<file path="src/hw/rtl/terminal_key_escape_decoder_defines.svh">
// Assertion macros shared by the key escape decoder RTL.
// Needs clk_i and rst_ni in the scope of each use.
`ifndef TERMINAL_KEY_ESCAPE_DECODER_DEFINES_SVH
`define TERMINAL_KEY_ESCAPE_DECODER_DEFINES_SVH

// Same-cycle implication, checked out of reset.
`define TKED_ASSERT_NOW(lbl, ante, cons, msg) \
  lbl: assert property (@(posedge clk_i) disable iff (!rst_ni) (ante) |-> (cons)) \
    else $error(msg);

// Next-cycle implication, checked out of reset.
`define TKED_ASSERT_NEXT(lbl, ante, cons, msg) \
  lbl: assert property (@(posedge clk_i) disable iff (!rst_ni) (ante) |=> (cons)) \
    else $error(msg);

`endif

</file>
<file path="src/hw/rtl/tked_pkg.sv">
// Package for the terminal key escape decoder: types, byte and key codes,
// and the key lookup functions. No dependencies.
`timescale 1ns / 1ps

package tked_pkg;

  localparam int unsigned ByteW = 8;
  localparam int unsigned KeyW  = 9;

  typedef enum logic [2:0] {
    PH_IDLE    = 3'd0,
    PH_ESC     = 3'd1,
    PH_BRACKET = 3'd2,
    PH_OH      = 3'd3,
    PH_OTHER   = 3'd4,
    PH_DIGIT   = 3'd5
  } phase_e;

  localparam logic [ByteW-1:0] CH_ESC    = 8'h1B;
  localparam logic [ByteW-1:0] CH_LBRACK = 8'h5B;
  localparam logic [ByteW-1:0] CH_O      = 8'h4F;
  localparam logic [ByteW-1:0] CH_TILDE  = 8'h7E;
  localparam logic [ByteW-1:0] CH_0      = 8'h30;
  localparam logic [ByteW-1:0] CH_1      = 8'h31;
  localparam logic [ByteW-1:0] CH_3      = 8'h33;
  localparam logic [ByteW-1:0] CH_4      = 8'h34;
  localparam logic [ByteW-1:0] CH_5      = 8'h35;
  localparam logic [ByteW-1:0] CH_6      = 8'h36;
  localparam logic [ByteW-1:0] CH_7      = 8'h37;
  localparam logic [ByteW-1:0] CH_8      = 8'h38;
  localparam logic [ByteW-1:0] CH_9      = 8'h39;
  localparam logic [ByteW-1:0] CH_X      = 8'h78;
  localparam logic [ByteW-1:0] CH_LF     = 8'h66;
  localparam logic [ByteW-1:0] CH_LB     = 8'h62;
  localparam logic [ByteW-1:0] CH_UA     = 8'h41;
  localparam logic [ByteW-1:0] CH_UB     = 8'h42;
  localparam logic [ByteW-1:0] CH_UC     = 8'h43;
  localparam logic [ByteW-1:0] CH_UD     = 8'h44;
  localparam logic [ByteW-1:0] CH_UH     = 8'h48;
  localparam logic [ByteW-1:0] CH_UF     = 8'h46;
  localparam logic [ByteW-1:0] CH_CTRL_P = 8'h10;
  localparam logic [ByteW-1:0] CH_CTRL_N = 8'h0E;
  localparam logic [ByteW-1:0] CH_CTRL_F = 8'h06;
  localparam logic [ByteW-1:0] CH_CTRL_B = 8'h02;
  localparam logic [ByteW-1:0] CH_CTRL_A = 8'h01;
  localparam logic [ByteW-1:0] CH_CTRL_E = 8'h05;

  localparam logic [KeyW-1:0] KC_ESC   = 9'd27;
  localparam logic [KeyW-1:0] KC_LEFT  = 9'd256;
  localparam logic [KeyW-1:0] KC_RIGHT = 9'd257;
  localparam logic [KeyW-1:0] KC_UP    = 9'd258;
  localparam logic [KeyW-1:0] KC_DOWN  = 9'd259;
  localparam logic [KeyW-1:0] KC_DEL   = 9'd260;
  localparam logic [KeyW-1:0] KC_HOME  = 9'd261;
  localparam logic [KeyW-1:0] KC_END   = 9'd262;
  localparam logic [KeyW-1:0] KC_PGUP  = 9'd263;
  localparam logic [KeyW-1:0] KC_PGDN  = 9'd264;
  localparam logic [KeyW-1:0] KC_MX    = 9'd265;
  localparam logic [KeyW-1:0] KC_MF    = 9'd266;
  localparam logic [KeyW-1:0] KC_MB    = 9'd267;

  typedef struct packed {
    logic             valid;
    logic             opcode;
    logic [ByteW-1:0] rx_byte;
  } beat_t;

  typedef struct packed {
    logic            emit;
    logic [KeyW-1:0] key_code;
  } result_t;

  function automatic logic [KeyW-1:0] plain_key(input logic [ByteW-1:0] b);
    logic [KeyW-1:0] k;
    case (b)
      CH_CTRL_P: k = KC_UP;
      CH_CTRL_N: k = KC_DOWN;
      CH_CTRL_F: k = KC_RIGHT;
      CH_CTRL_B: k = KC_LEFT;
      CH_CTRL_A: k = KC_HOME;
      CH_CTRL_E: k = KC_END;
      default:   k = {1'b0, b};
    endcase
    return k;
  endfunction

  function automatic logic [KeyW-1:0] bracket_letter(input logic [ByteW-1:0] b);
    logic [KeyW-1:0] k;
    case (b)
      CH_UA:   k = KC_UP;
      CH_UB:   k = KC_DOWN;
      CH_UC:   k = KC_RIGHT;
      CH_UD:   k = KC_LEFT;
      CH_UH:   k = KC_HOME;
      CH_UF:   k = KC_END;
      default: k = KC_ESC;
    endcase
    return k;
  endfunction

  function automatic logic [KeyW-1:0] tilde_digit(input logic [ByteW-1:0] d);
    logic [KeyW-1:0] k;
    case (d)
      CH_1:    k = KC_HOME;
      CH_3:    k = KC_DEL;
      CH_4:    k = KC_END;
      CH_5:    k = KC_PGUP;
      CH_6:    k = KC_PGDN;
      CH_7:    k = KC_HOME;
      CH_8:    k = KC_END;
      default: k = KC_ESC;
    endcase
    return k;
  endfunction

endpackage

</file>
<file path="src/hw/rtl/tked_byte_if.sv">
// Input channel of the key escape decoder: opcode and received byte.
// Depends on nothing.
`timescale 1ns / 1ps

interface tked_byte_if;
  logic       valid;
  logic       ready;
  logic       opcode;
  logic [7:0] rx_byte;

  modport source (output valid, output opcode, output rx_byte, input ready);
  modport sink   (input valid, input opcode, input rx_byte, output ready);
endinterface

</file>
<file path="src/hw/rtl/tked_key_if.sv">
// Output channel of the key escape decoder: one key code per beat.
// Depends on nothing.
`timescale 1ns / 1ps

interface tked_key_if;
  logic       valid;
  logic       ready;
  logic [8:0] key_code;

  modport source (output valid, output key_code, input ready);
  modport sink   (input valid, input key_code, output ready);
endinterface

</file>
<file path="src/hw/rtl/tked_in_reg.sv">
// Input register of the key escape decoder: captures one input beat.
// Depends on tked_pkg and tked_byte_if.
`timescale 1ns / 1ps

module tked_in_reg (
  input  logic            clk_i,
  input  logic            rst_ni,
  tked_byte_if.sink       byte_in_i,
  input  logic            advance_i,
  output tked_pkg::beat_t beat_o
);
  import tked_pkg::*;

  logic             valid_q, valid_d;
  logic             opcode_q;
  logic [ByteW-1:0] byte_q;
  logic             take;

  assign byte_in_i.ready = !valid_q || advance_i;
  assign take            = byte_in_i.valid && byte_in_i.ready;

  always_comb begin
    valid_d = valid_q;
    if (byte_in_i.ready) begin
      valid_d = byte_in_i.valid;
    end
  end

  always_ff @(posedge clk_i or negedge rst_ni) begin
    if (!rst_ni) begin
      valid_q <= 1'b0;
    end else begin
      valid_q <= valid_d;
    end
  end

  always_ff @(posedge clk_i) begin
    if (take) begin
      opcode_q <= byte_in_i.opcode;
      byte_q   <= byte_in_i.rx_byte;
    end
  end

  assign beat_o = '{valid: valid_q, opcode: opcode_q, rx_byte: byte_q};
endmodule

</file>
<file path="src/hw/rtl/tked_parse.sv">
// Escape sequence parser: phase and held digit registers plus the key decode.
// Depends on tked_pkg and terminal_key_escape_decoder_defines.svh.
`timescale 1ns / 1ps

`include "terminal_key_escape_decoder_defines.svh"

module tked_parse (
  input  logic              clk_i,
  input  logic              rst_ni,
  input  tked_pkg::beat_t   beat_i,
  output tked_pkg::result_t result_o
);
  import tked_pkg::*;

  phase_e           phase_q, phase_d;
  logic [ByteW-1:0] digit_q, digit_d;
  logic             tick;
  logic [ByteW-1:0] b;
  logic             in_seq;

  assign tick   = beat_i.opcode;
  assign b      = beat_i.rx_byte;
  assign in_seq = phase_q inside {PH_ESC, PH_BRACKET, PH_OH, PH_OTHER, PH_DIGIT};

  always_comb begin
    phase_d  = phase_q;
    digit_d  = digit_q;
    result_o = '0;
    if (beat_i.valid) begin
      if (!in_seq) begin
        if (!tick) begin
          if (b == CH_ESC) begin
            phase_d = PH_ESC;
          end else begin
            phase_d  = PH_IDLE;
            result_o = '{emit: 1'b1, key_code: plain_key(b)};
          end
        end
      end else if (tick) begin
        phase_d  = PH_IDLE;
        result_o = '{emit: 1'b1, key_code: KC_ESC};
      end else begin
        phase_d  = PH_IDLE;
        result_o = '{emit: 1'b1, key_code: KC_ESC};
        case (phase_q)
          PH_ESC: begin
            if (b == CH_X) begin
              result_o.key_code = KC_MX;
            end else if (b == CH_LF) begin
              result_o.key_code = KC_MF;
            end else if (b == CH_LB) begin
              result_o.key_code = KC_MB;
            end else begin
              result_o.emit = 1'b0;
              if (b == CH_LBRACK) begin
                phase_d = PH_BRACKET;
              end else if (b == CH_O) begin
                phase_d = PH_OH;
              end else begin
                phase_d = PH_OTHER;
              end
            end
          end
          PH_BRACKET: begin
            if (b >= CH_0 && b <= CH_9) begin
              digit_d       = b;
              phase_d       = PH_DIGIT;
              result_o.emit = 1'b0;
            end else begin
              result_o.key_code = bracket_letter(b);
            end
          end
          PH_OH: begin
            if (b == CH_UH) begin
              result_o.key_code = KC_HOME;
            end else if (b == CH_UF) begin
              result_o.key_code = KC_END;
            end
          end
          PH_DIGIT: begin
            if (b == CH_TILDE) begin
              result_o.key_code = tilde_digit(digit_q);
            end
          end
          default: begin
            result_o.key_code = KC_ESC;
          end
        endcase
      end
    end
  end

  always_ff @(posedge clk_i or negedge rst_ni) begin
    if (!rst_ni) begin
      phase_q <= PH_IDLE;
      digit_q <= '0;
    end else begin
      phase_q <= phase_d;
      digit_q <= digit_d;
    end
  end

  `TKED_ASSERT_NEXT(a_tick_ends_seq, beat_i.valid && beat_i.opcode, phase_q == PH_IDLE, "tick left a sequence open")
  `TKED_ASSERT_NOW(a_digit_held, phase_q == PH_DIGIT, digit_q >= CH_0 && digit_q <= CH_9, "digit phase without a digit")
  `TKED_ASSERT_NOW(a_tick_idle_silent, beat_i.valid && beat_i.opcode && !in_seq, !result_o.emit, "key emitted on idle tick")
  `TKED_ASSERT_NEXT(a_esc_starts_seq, beat_i.valid && !beat_i.opcode && !in_seq && beat_i.rx_byte == CH_ESC, phase_q == PH_ESC, "escape byte did not open a sequence")
endmodule

</file>
<file path="src/hw/rtl/tked_out_reg.sv">
// Result register of the key escape decoder: holds one key beat until taken.
// Depends on tked_pkg and tked_key_if.
`timescale 1ns / 1ps

module tked_out_reg (
  input  logic              clk_i,
  input  logic              rst_ni,
  input  tked_pkg::result_t result_i,
  output logic              advance_o,
  tked_key_if.source        key_out_o
);
  import tked_pkg::*;

  logic            valid_q, valid_d;
  logic [KeyW-1:0] key_q;

  assign advance_o = !valid_q || key_out_o.ready;

  always_comb begin
    valid_d = valid_q;
    if (advance_o) begin
      valid_d = result_i.emit;
    end
  end

  always_ff @(posedge clk_i or negedge rst_ni) begin
    if (!rst_ni) begin
      valid_q <= 1'b0;
    end else begin
      valid_q <= valid_d;
    end
  end

  always_ff @(posedge clk_i) begin
    if (advance_o && result_i.emit) begin
      key_q <= result_i.key_code;
    end
  end

  assign key_out_o.valid    = valid_q;
  assign key_out_o.key_code = key_q;
endmodule

</file>
<file path="src/hw/rtl/terminal_key_escape_decoder.sv">
// Top level of the terminal key escape decoder.
// Depends on tked_pkg, tked_byte_if, tked_key_if, tked_in_reg, tked_parse, tked_out_reg.
//
//   port        dir  beat contents
//   byte_in_i   in   opcode (0 byte, 1 timeout tick), rx_byte[7:0]
//   key_out_o   out  key_code[8:0]
//
// One beat per cycle while keys are taken; a key crosses the input and result registers.
// Input register, parser state and result register pass one beat a cycle unless stalled.
// Reset clears the parse phase to idle, the held digit and both valid flags.
// A stalled result holds the pipe; an empty input register still takes a beat.
`timescale 1ns / 1ps

module terminal_key_escape_decoder (
  input  logic       clk_i,
  input  logic       rst_ni,
  tked_byte_if.sink  byte_in_i,
  tked_key_if.source key_out_o
);
  import tked_pkg::*;

  beat_t   beat_q;
  beat_t   beat_fire;
  result_t result;
  logic    advance;

  tked_in_reg u_in_reg (
    .clk_i     (clk_i),
    .rst_ni    (rst_ni),
    .byte_in_i (byte_in_i),
    .advance_i (advance),
    .beat_o    (beat_q)
  );

  always_comb begin
    beat_fire       = beat_q;
    beat_fire.valid = beat_q.valid && advance;
  end

  tked_parse u_parse (
    .clk_i    (clk_i),
    .rst_ni   (rst_ni),
    .beat_i   (beat_fire),
    .result_o (result)
  );

  tked_out_reg u_out_reg (
    .clk_i     (clk_i),
    .rst_ni    (rst_ni),
    .result_i  (result),
    .advance_o (advance),
    .key_out_o (key_out_o)
  );
endmodule
</file>
<file path="src/flat_wrapper.sv">
// flat-port wrapper written by rule: the top's interface ports become plain ports
module terminal_key_escape_decoder_flat import tked_pkg::*;
  (clk_i, rst_ni, byte_in_i_valid, byte_in_i_opcode, byte_in_i_rx_byte, byte_in_i_ready, key_out_o_valid, key_out_o_key_code, key_out_o_ready);
  tked_byte_if byte_in_i_i ();
  tked_key_if key_out_o_i ();
  input  logic clk_i;
  input  logic rst_ni;
  input wire logic [$bits(byte_in_i_i.valid)-1:0] byte_in_i_valid;
  input wire logic [$bits(byte_in_i_i.opcode)-1:0] byte_in_i_opcode;
  input wire logic [$bits(byte_in_i_i.rx_byte)-1:0] byte_in_i_rx_byte;
  output wire logic [$bits(byte_in_i_i.ready)-1:0] byte_in_i_ready;
  output wire logic [$bits(key_out_o_i.valid)-1:0] key_out_o_valid;
  output wire logic [$bits(key_out_o_i.key_code)-1:0] key_out_o_key_code;
  input wire logic [$bits(key_out_o_i.ready)-1:0] key_out_o_ready;
  assign byte_in_i_i.valid = byte_in_i_valid;
  assign byte_in_i_i.opcode = byte_in_i_opcode;
  assign byte_in_i_i.rx_byte = byte_in_i_rx_byte;
  assign byte_in_i_ready = byte_in_i_i.ready;
  assign key_out_o_valid = key_out_o_i.valid;
  assign key_out_o_key_code = key_out_o_i.key_code;
  assign key_out_o_i.ready = key_out_o_ready;
  terminal_key_escape_decoder u_core (.clk_i(clk_i), .rst_ni(rst_ni), .byte_in_i(byte_in_i_i), .key_out_o(key_out_o_i));
endmodule
</file>
<file path="config.mk">
export PLATFORM = sky130hd
export DESIGN_NAME = terminal_key_escape_decoder_flat
export DESIGN_NICKNAME = d
export VERILOG_FILES = /design/src/hw/rtl/tked_pkg.sv /design/src/hw/rtl/tked_byte_if.sv /design/src/hw/rtl/tked_key_if.sv /design/src/hw/rtl/tked_in_reg.sv /design/src/hw/rtl/tked_parse.sv /design/src/hw/rtl/tked_out_reg.sv /design/src/hw/rtl/terminal_key_escape_decoder.sv /design/src/flat_wrapper.sv
export VERILOG_INCLUDE_DIRS = /design/src /design/src/hw/rtl
export SDC_FILE = /design/constraint.sdc
export NUM_CORES = 1
export LEC_CHECK = 0
export ABC_AREA = 1
export BUFFER_PORTS_ARGS = -buffer_cell sky130_fd_sc_hd__buf_2
export CAP_MARGIN = 20
export CORE_ASPECT_RATIO = 1.25
export CORE_UTILIZATION = 28
export CTS_BUF_LIST = sky130_fd_sc_hd__clkbuf_4
export DETAILED_ROUTE_END_ITERATION = 8
export GPL_TIMING_DRIVEN = 0
export SYNTH_ARGS = -nofsm -noshare
export SYNTH_HDL_FRONTEND = slang
export SYNTH_SLANG_ARGS = --single-unit
</file>
<file path="constraint.sdc">
create_clock -name clk_i -period 5 [get_ports clk_i]
set_clock_uncertainty 0.05 [all_clocks]
set_input_delay 1 -clock clk_i [delete_from_list [all_inputs] [get_ports clk_i]]
set_output_delay 1 -clock clk_i [all_outputs]
set_load 0.03 [all_outputs]
</file>
After elaboration in Yosys (flattened, before gate mapping)
Cells that the tools add are included.
{ "word_totals": {"register_bits": 31, "in_bits": 13, "output_inout_bits": 11, "word_cells": 87} }
{ "classes": {"order_cmp": 2, "n_eq_ne": 32, "n_mux": 32, "bitwise_logic": 1, "reduce_logical": 13} }
{ "op_table": {"columns": ["cell", "n"], "rows": [
  ["9-bit one-hot mux with 6 select lines", 2],
  ["8-bit by 7-bit == test with 1-bit output (second input constant)", 12],
  ["9-bit 2-to-1 mux", 7],
  ["8-bit by 6-bit == test with 1-bit output (second input constant)", 7],
  ["10-bit 2-to-1 mux", 5],
  ["9-bit one-hot mux with 5 select lines", 1],
  ["9-bit one-hot mux with 4 select lines", 1],
  ["3-bit 2-to-1 mux", 9],
  ["8-bit by 3-bit == test with 1-bit output (second input constant)", 2],
  ["8-bit by 5-bit == test with 1-bit output (second input constant)", 2],
  ["8-bit by 1-bit == test with 1-bit output (second input constant)", 1],
  ["8-bit by 2-bit == test with 1-bit output (second input constant)", 1],
  ["8-bit by 4-bit == test with 1-bit output (second input constant)", 1],
  ["8-bit by 6-bit greater-or-equal comparator with 1-bit output (second input constant)", 1],
  ["8-bit by 6-bit less-or-equal comparator with 1-bit output (second input constant)", 1],
  ["3-bit by 2-bit == test with 1-bit output (second input constant)", 2],
  ["3-bit == test (second input constant)", 2],
  ["3-bit one-hot mux with 2 select lines", 1],
  ["1-bit 2-to-1 mux", 5],
  ["5-bit AND reduction", 1],
  ["5-bit nonzero test", 1],
  ["1-bit logical AND", 4],
  ["2-bit OR reduction", 2],
  ["3-bit by 1-bit == test with 1-bit output (second input constant)", 1],
  ["other kinds (6)", 8]
]} }

Depth between registers and ports, before layout
{ "depth": {"depth_word": 9, "depth_mapped": 13, "depth_no_buf": 12} }

Cells and area by module
Synthesis repeated with hierarchy kept, for this count alone.
{ "hier_totals": {"hier_cells": 278, "area_unflattened_um2": 2013.2} }
{ "modules_own_cells": {"columns": ["mod", "n_inst", "cells_each", "area_each_um2", "seq_area_each_um2"], "rows": [
  ["tked_parse", 1, 244, 1360.1, 275.3],
  ["tked_in_reg", 1, 17, 330.3, 295.3],
  ["tked_out_reg", 1, 15, 315.3, 295.3],
  ["terminal_key_escape_decoder", 1, 2, 7.5, 0.0]
]} }

Least setup slack after synthesis
Ideal clock, no wire load.
{ "synth_timing": {"path_type": "input -> output", "from": "in key_out_o_ready", "to": "out byte_in_i_ready", "t_arrival_ns": 1.322, "required_ns": 3.950, "slack_ns": 2.628, "cell_stages": 2, "n_path_buf": 0, "path_cell_list": "inv_1 > nand3_1"} }
{ "synth_between": {"elab_chain_cells": 2} }
{ "synth_lines": {"columns": ["item", "line", "text"], "rows": [
  ["start, declared", "flat_wrapper.sv:14", "input wire logic [$bits(key_out_o_i.ready)-1:0] key_out_o_ready;"],
  ["1-bit logical OR", "tked_out_reg.sv:17", "assign advance_o = !valid_q || key_out_o.ready;"],
  ["1-bit logical OR", "tked_in_reg.sv:19", "assign byte_in_i.ready = !valid_q || advance_i;"],
  ["end, declared", "flat_wrapper.sv:11", "output wire logic [$bits(byte_in_i_i.ready)-1:0] byte_in_i_ready;"]
]} }
Every way passes these cells.

Worst setup path after layout
Ends and elaborated chain as after synthesis.

==> metrics.txt <==
CP Capture Type=primary output; max-slew headroom at the worst pin=a little under half; Clock Root Buffer=clkbuf_4; dpl hpwl=3620 µm; Core Box Area=7020 µm²; clk_lat worst skew=0.33 ns; run status=finished, final reports clean; Final Worst Setup Slack=around 2.5 ns; Syn Nets=slightly below 300; WS Path Type=input port to primary output; PD cells=353 nW/µm²; met3 WL=approximately 200 µm; vias per inst=4.44; cts bufs inserted=5; gpl congestion=0.948; H-tree depth=2; initial antenna violation count=0; Post-CTS Hold Buffers=0; routed length per instance=roughly 11 µm; CTS tree=yes; die height=between 90 and 100 µm; WL met1=between 1500 and 2000 µm; crit path max fanout=3; Synth Area per Inst=7.33 µm²; CTS clock-pin slew for the worst setup and hold paths=approximately 0.10 ns; Distinct cells, synth=35; Hold EP=u_core.u_parse.digit_q[5]$_DFFE_PN0P_; CTS sink count=31; EDFF count, synth=18; Final min period=between 2 and 3 ns; Die Span X=approximately 78 µm; reg2reg setup slack=about 2.7 ns; crit path launch type=input port; number of I/O pins=24; final slew viol count=0; DRC Markers=0; Die Area=between 7000 and 8000 µm²; largest net degree at the start of global routing=14; gr usage total=roughly an eighth; Synth Register Bits=31; ratio of final minimum period to clock period=between 50% and 60%; Mapped Area=roughly 2000 µm²; Initial Utilization=29.0%; met2 wire length=approximately 2200 µm; total grt overflow=0; max_cap viols=0; Via Count=roughly 1800; Worst Hold Depth=1; NumNets Final=~320; most frequent cells in the layout=nand2_1 (81), nor2_1 (37), inv_1 (33); f_max=400 MHz; Peak VDD IR=roughly 0.20 mV; area delta synth->final=13.8%; Placement Rows=34; register area share after synthesis=a little over two fifths; pre-CTS setup slack=~2.1 ns; Worst R2R Start=u_core.u_in_reg.byte_q[4]$_DFFE_PP_; DRT Wirelength=about 4400 µm; post-cts repair resize count=0; worst-margin pin slew=roughly 0.80 ns; commonest non-fill, non-tap cell in the layout=nand2_1; Post-CTS Repair Setup Buffers=0; layout cells sized above 1=21.0%; worst endpoint required time=just under 4 ns; final setup violation count=0; PortBufs=23; Mapped Cells=~280; Clock Tree Buf Depth=2; antenna viol nets, final=0; setup tns final=0 ns; ANT cells=0; Min Hold Slack=roughly 0.43 ns; RSZ-0062 raised after global routing=no; FF-to-FF End=u_core.u_out_reg.key_out_o.key_code[6]$_SDFFCE_PN0P_; vias in the first global route=1602; WP data arrival=between 1 and 1.5 ns; Top FF cell, synth=edfxtp_1; Top Metal Used=met4; First-pass DRT Iterations=5; synthesis warning total=0; drt initial violations=73; final hold viol count=0; Hold Startpoint=u_core.u_parse.digit_q[5]$_DFFE_PN0P_; first-pass GRT wire length=about 7300 µm; FF-to-FF path depth=9; asr flop ratio synth=41.9%; Hold Path Class=flip-flop to flip-flop; leak pwr=1.12 nW
[final cells by class]
class	count	area (µm²)
Multi-Input combinational cell	201	972
Timing Repair Buffer	23	115
Buffer	3	33.8
Inverter	43	166
Fill cell	753	4700
Sequential cell	31	866
Clock buffer	6	45.0
Tap cell	90	113
Clock inverter	2	7.51
[cells in the mapped netlist, types with 2 or more instances]
cell,instances,area [µm²]
nand2_2,7,43.8
clkinv_1,2,7.51
nor2_1,37,139
o21ai_1,6,30.0
a21oi_1,8,40.0
a22o_1,2,17.5
nand3_1,22,110
nor3_4,2,32.5
nor4_1,3,18.8
o21ai_2,3,26.3
nand2_1,81,304
nand3b_1,2,15.0
inv_1,33,124
o21ai_0,6,30.0
dfrtp_1,13,325
inv_2,7,26.3
nor2_2,6,37.5
nand4_1,3,18.8
edfxtp_1,18,541
or2_2,2,12.5
[kinds of logic after synthesis]
family | count (synthesis) | share of synthesized area [%]
AOI/OAI and AO/OA | 31 | 9.45
buffers and inverters | 46 | 9.82
DFF | 31 | 42.5
and+or+nand+nor | 170 | 38.2
[sequential cells by signal (all words and copies together) (netlist names)]
| register | cells |
|---|---|
| u_core.u_parse.phase_q | 3 |
| u_core.u_parse.digit_q | 8 |
| u_core.u_out_reg.key_out_o.key_code | 9 |
| u_core.u_out_reg.key_out_o.valid | 1 |
| u_core.u_in_reg.byte_q | 8 |
| u_core.u_in_reg.valid_q | 1 |
| u_core.u_in_reg.opcode_q | 1 |
[stage by stage]
| stage | power, mW | std cells | cell area [µm²] | utilization, % |
|---|---|---|---|---|
| floorplan | 0.602 | 278 | 2040 | - |
| global placement | 0.686 | 391 | 2270 | 32.3 |
| detailed placement | 0.684 | 391 | 2270 | 32.3 |
| CTS | 0.827 | 399 | 2320 | 33.0 |
| global route | 0.877 | 399 | 2320 | 33.0 |
| finish | 0.819 | 399 | 2320 | 33.0 |
[how the worst max path moves through the flow]
stage                    start                                              endpoint  slack, ns
2_1_floorplan  key_out_o_ready                                       byte_in_i_ready       2.63
3_3_place_gp   key_out_o_ready  u_core.u_out_reg.key_out_o.key_code[6]$_SDFFCE_PN0P_       2.15
4_1_cts        key_out_o_ready                                       byte_in_i_ready       2.49
3_5_place_dp   key_out_o_ready  u_core.u_out_reg.key_out_o.key_code[6]$_SDFFCE_PN0P_       2.14
6_report       key_out_o_ready                                       byte_in_i_ready       2.50
5_1_grt        key_out_o_ready  u_core.u_out_reg.key_out_o.key_code[5]$_SDFFCE_PN0P_       2.41
[where the power goes]
group          internal (mW)  switching (mW)  leakage [nW]
clock network         0.0574          0.0830        0.0307
registers              0.325          0.0207         0.319
logic                 0.0953           0.237         0.767
[layer usage]
metal	vias to the layer above	GRT usage (%)
met1	761	13.5
met2	46	23.1
met5	-	0
met4	0	4.56
li1	952	-
met3	11	2.35
[worst max-delay path: stages]
cell	delay [ns]
buf_2	0.09
inv_1	0.06
nand3_1	0.10
buf_2	0.20
Power figures use the tool's default switching activity.
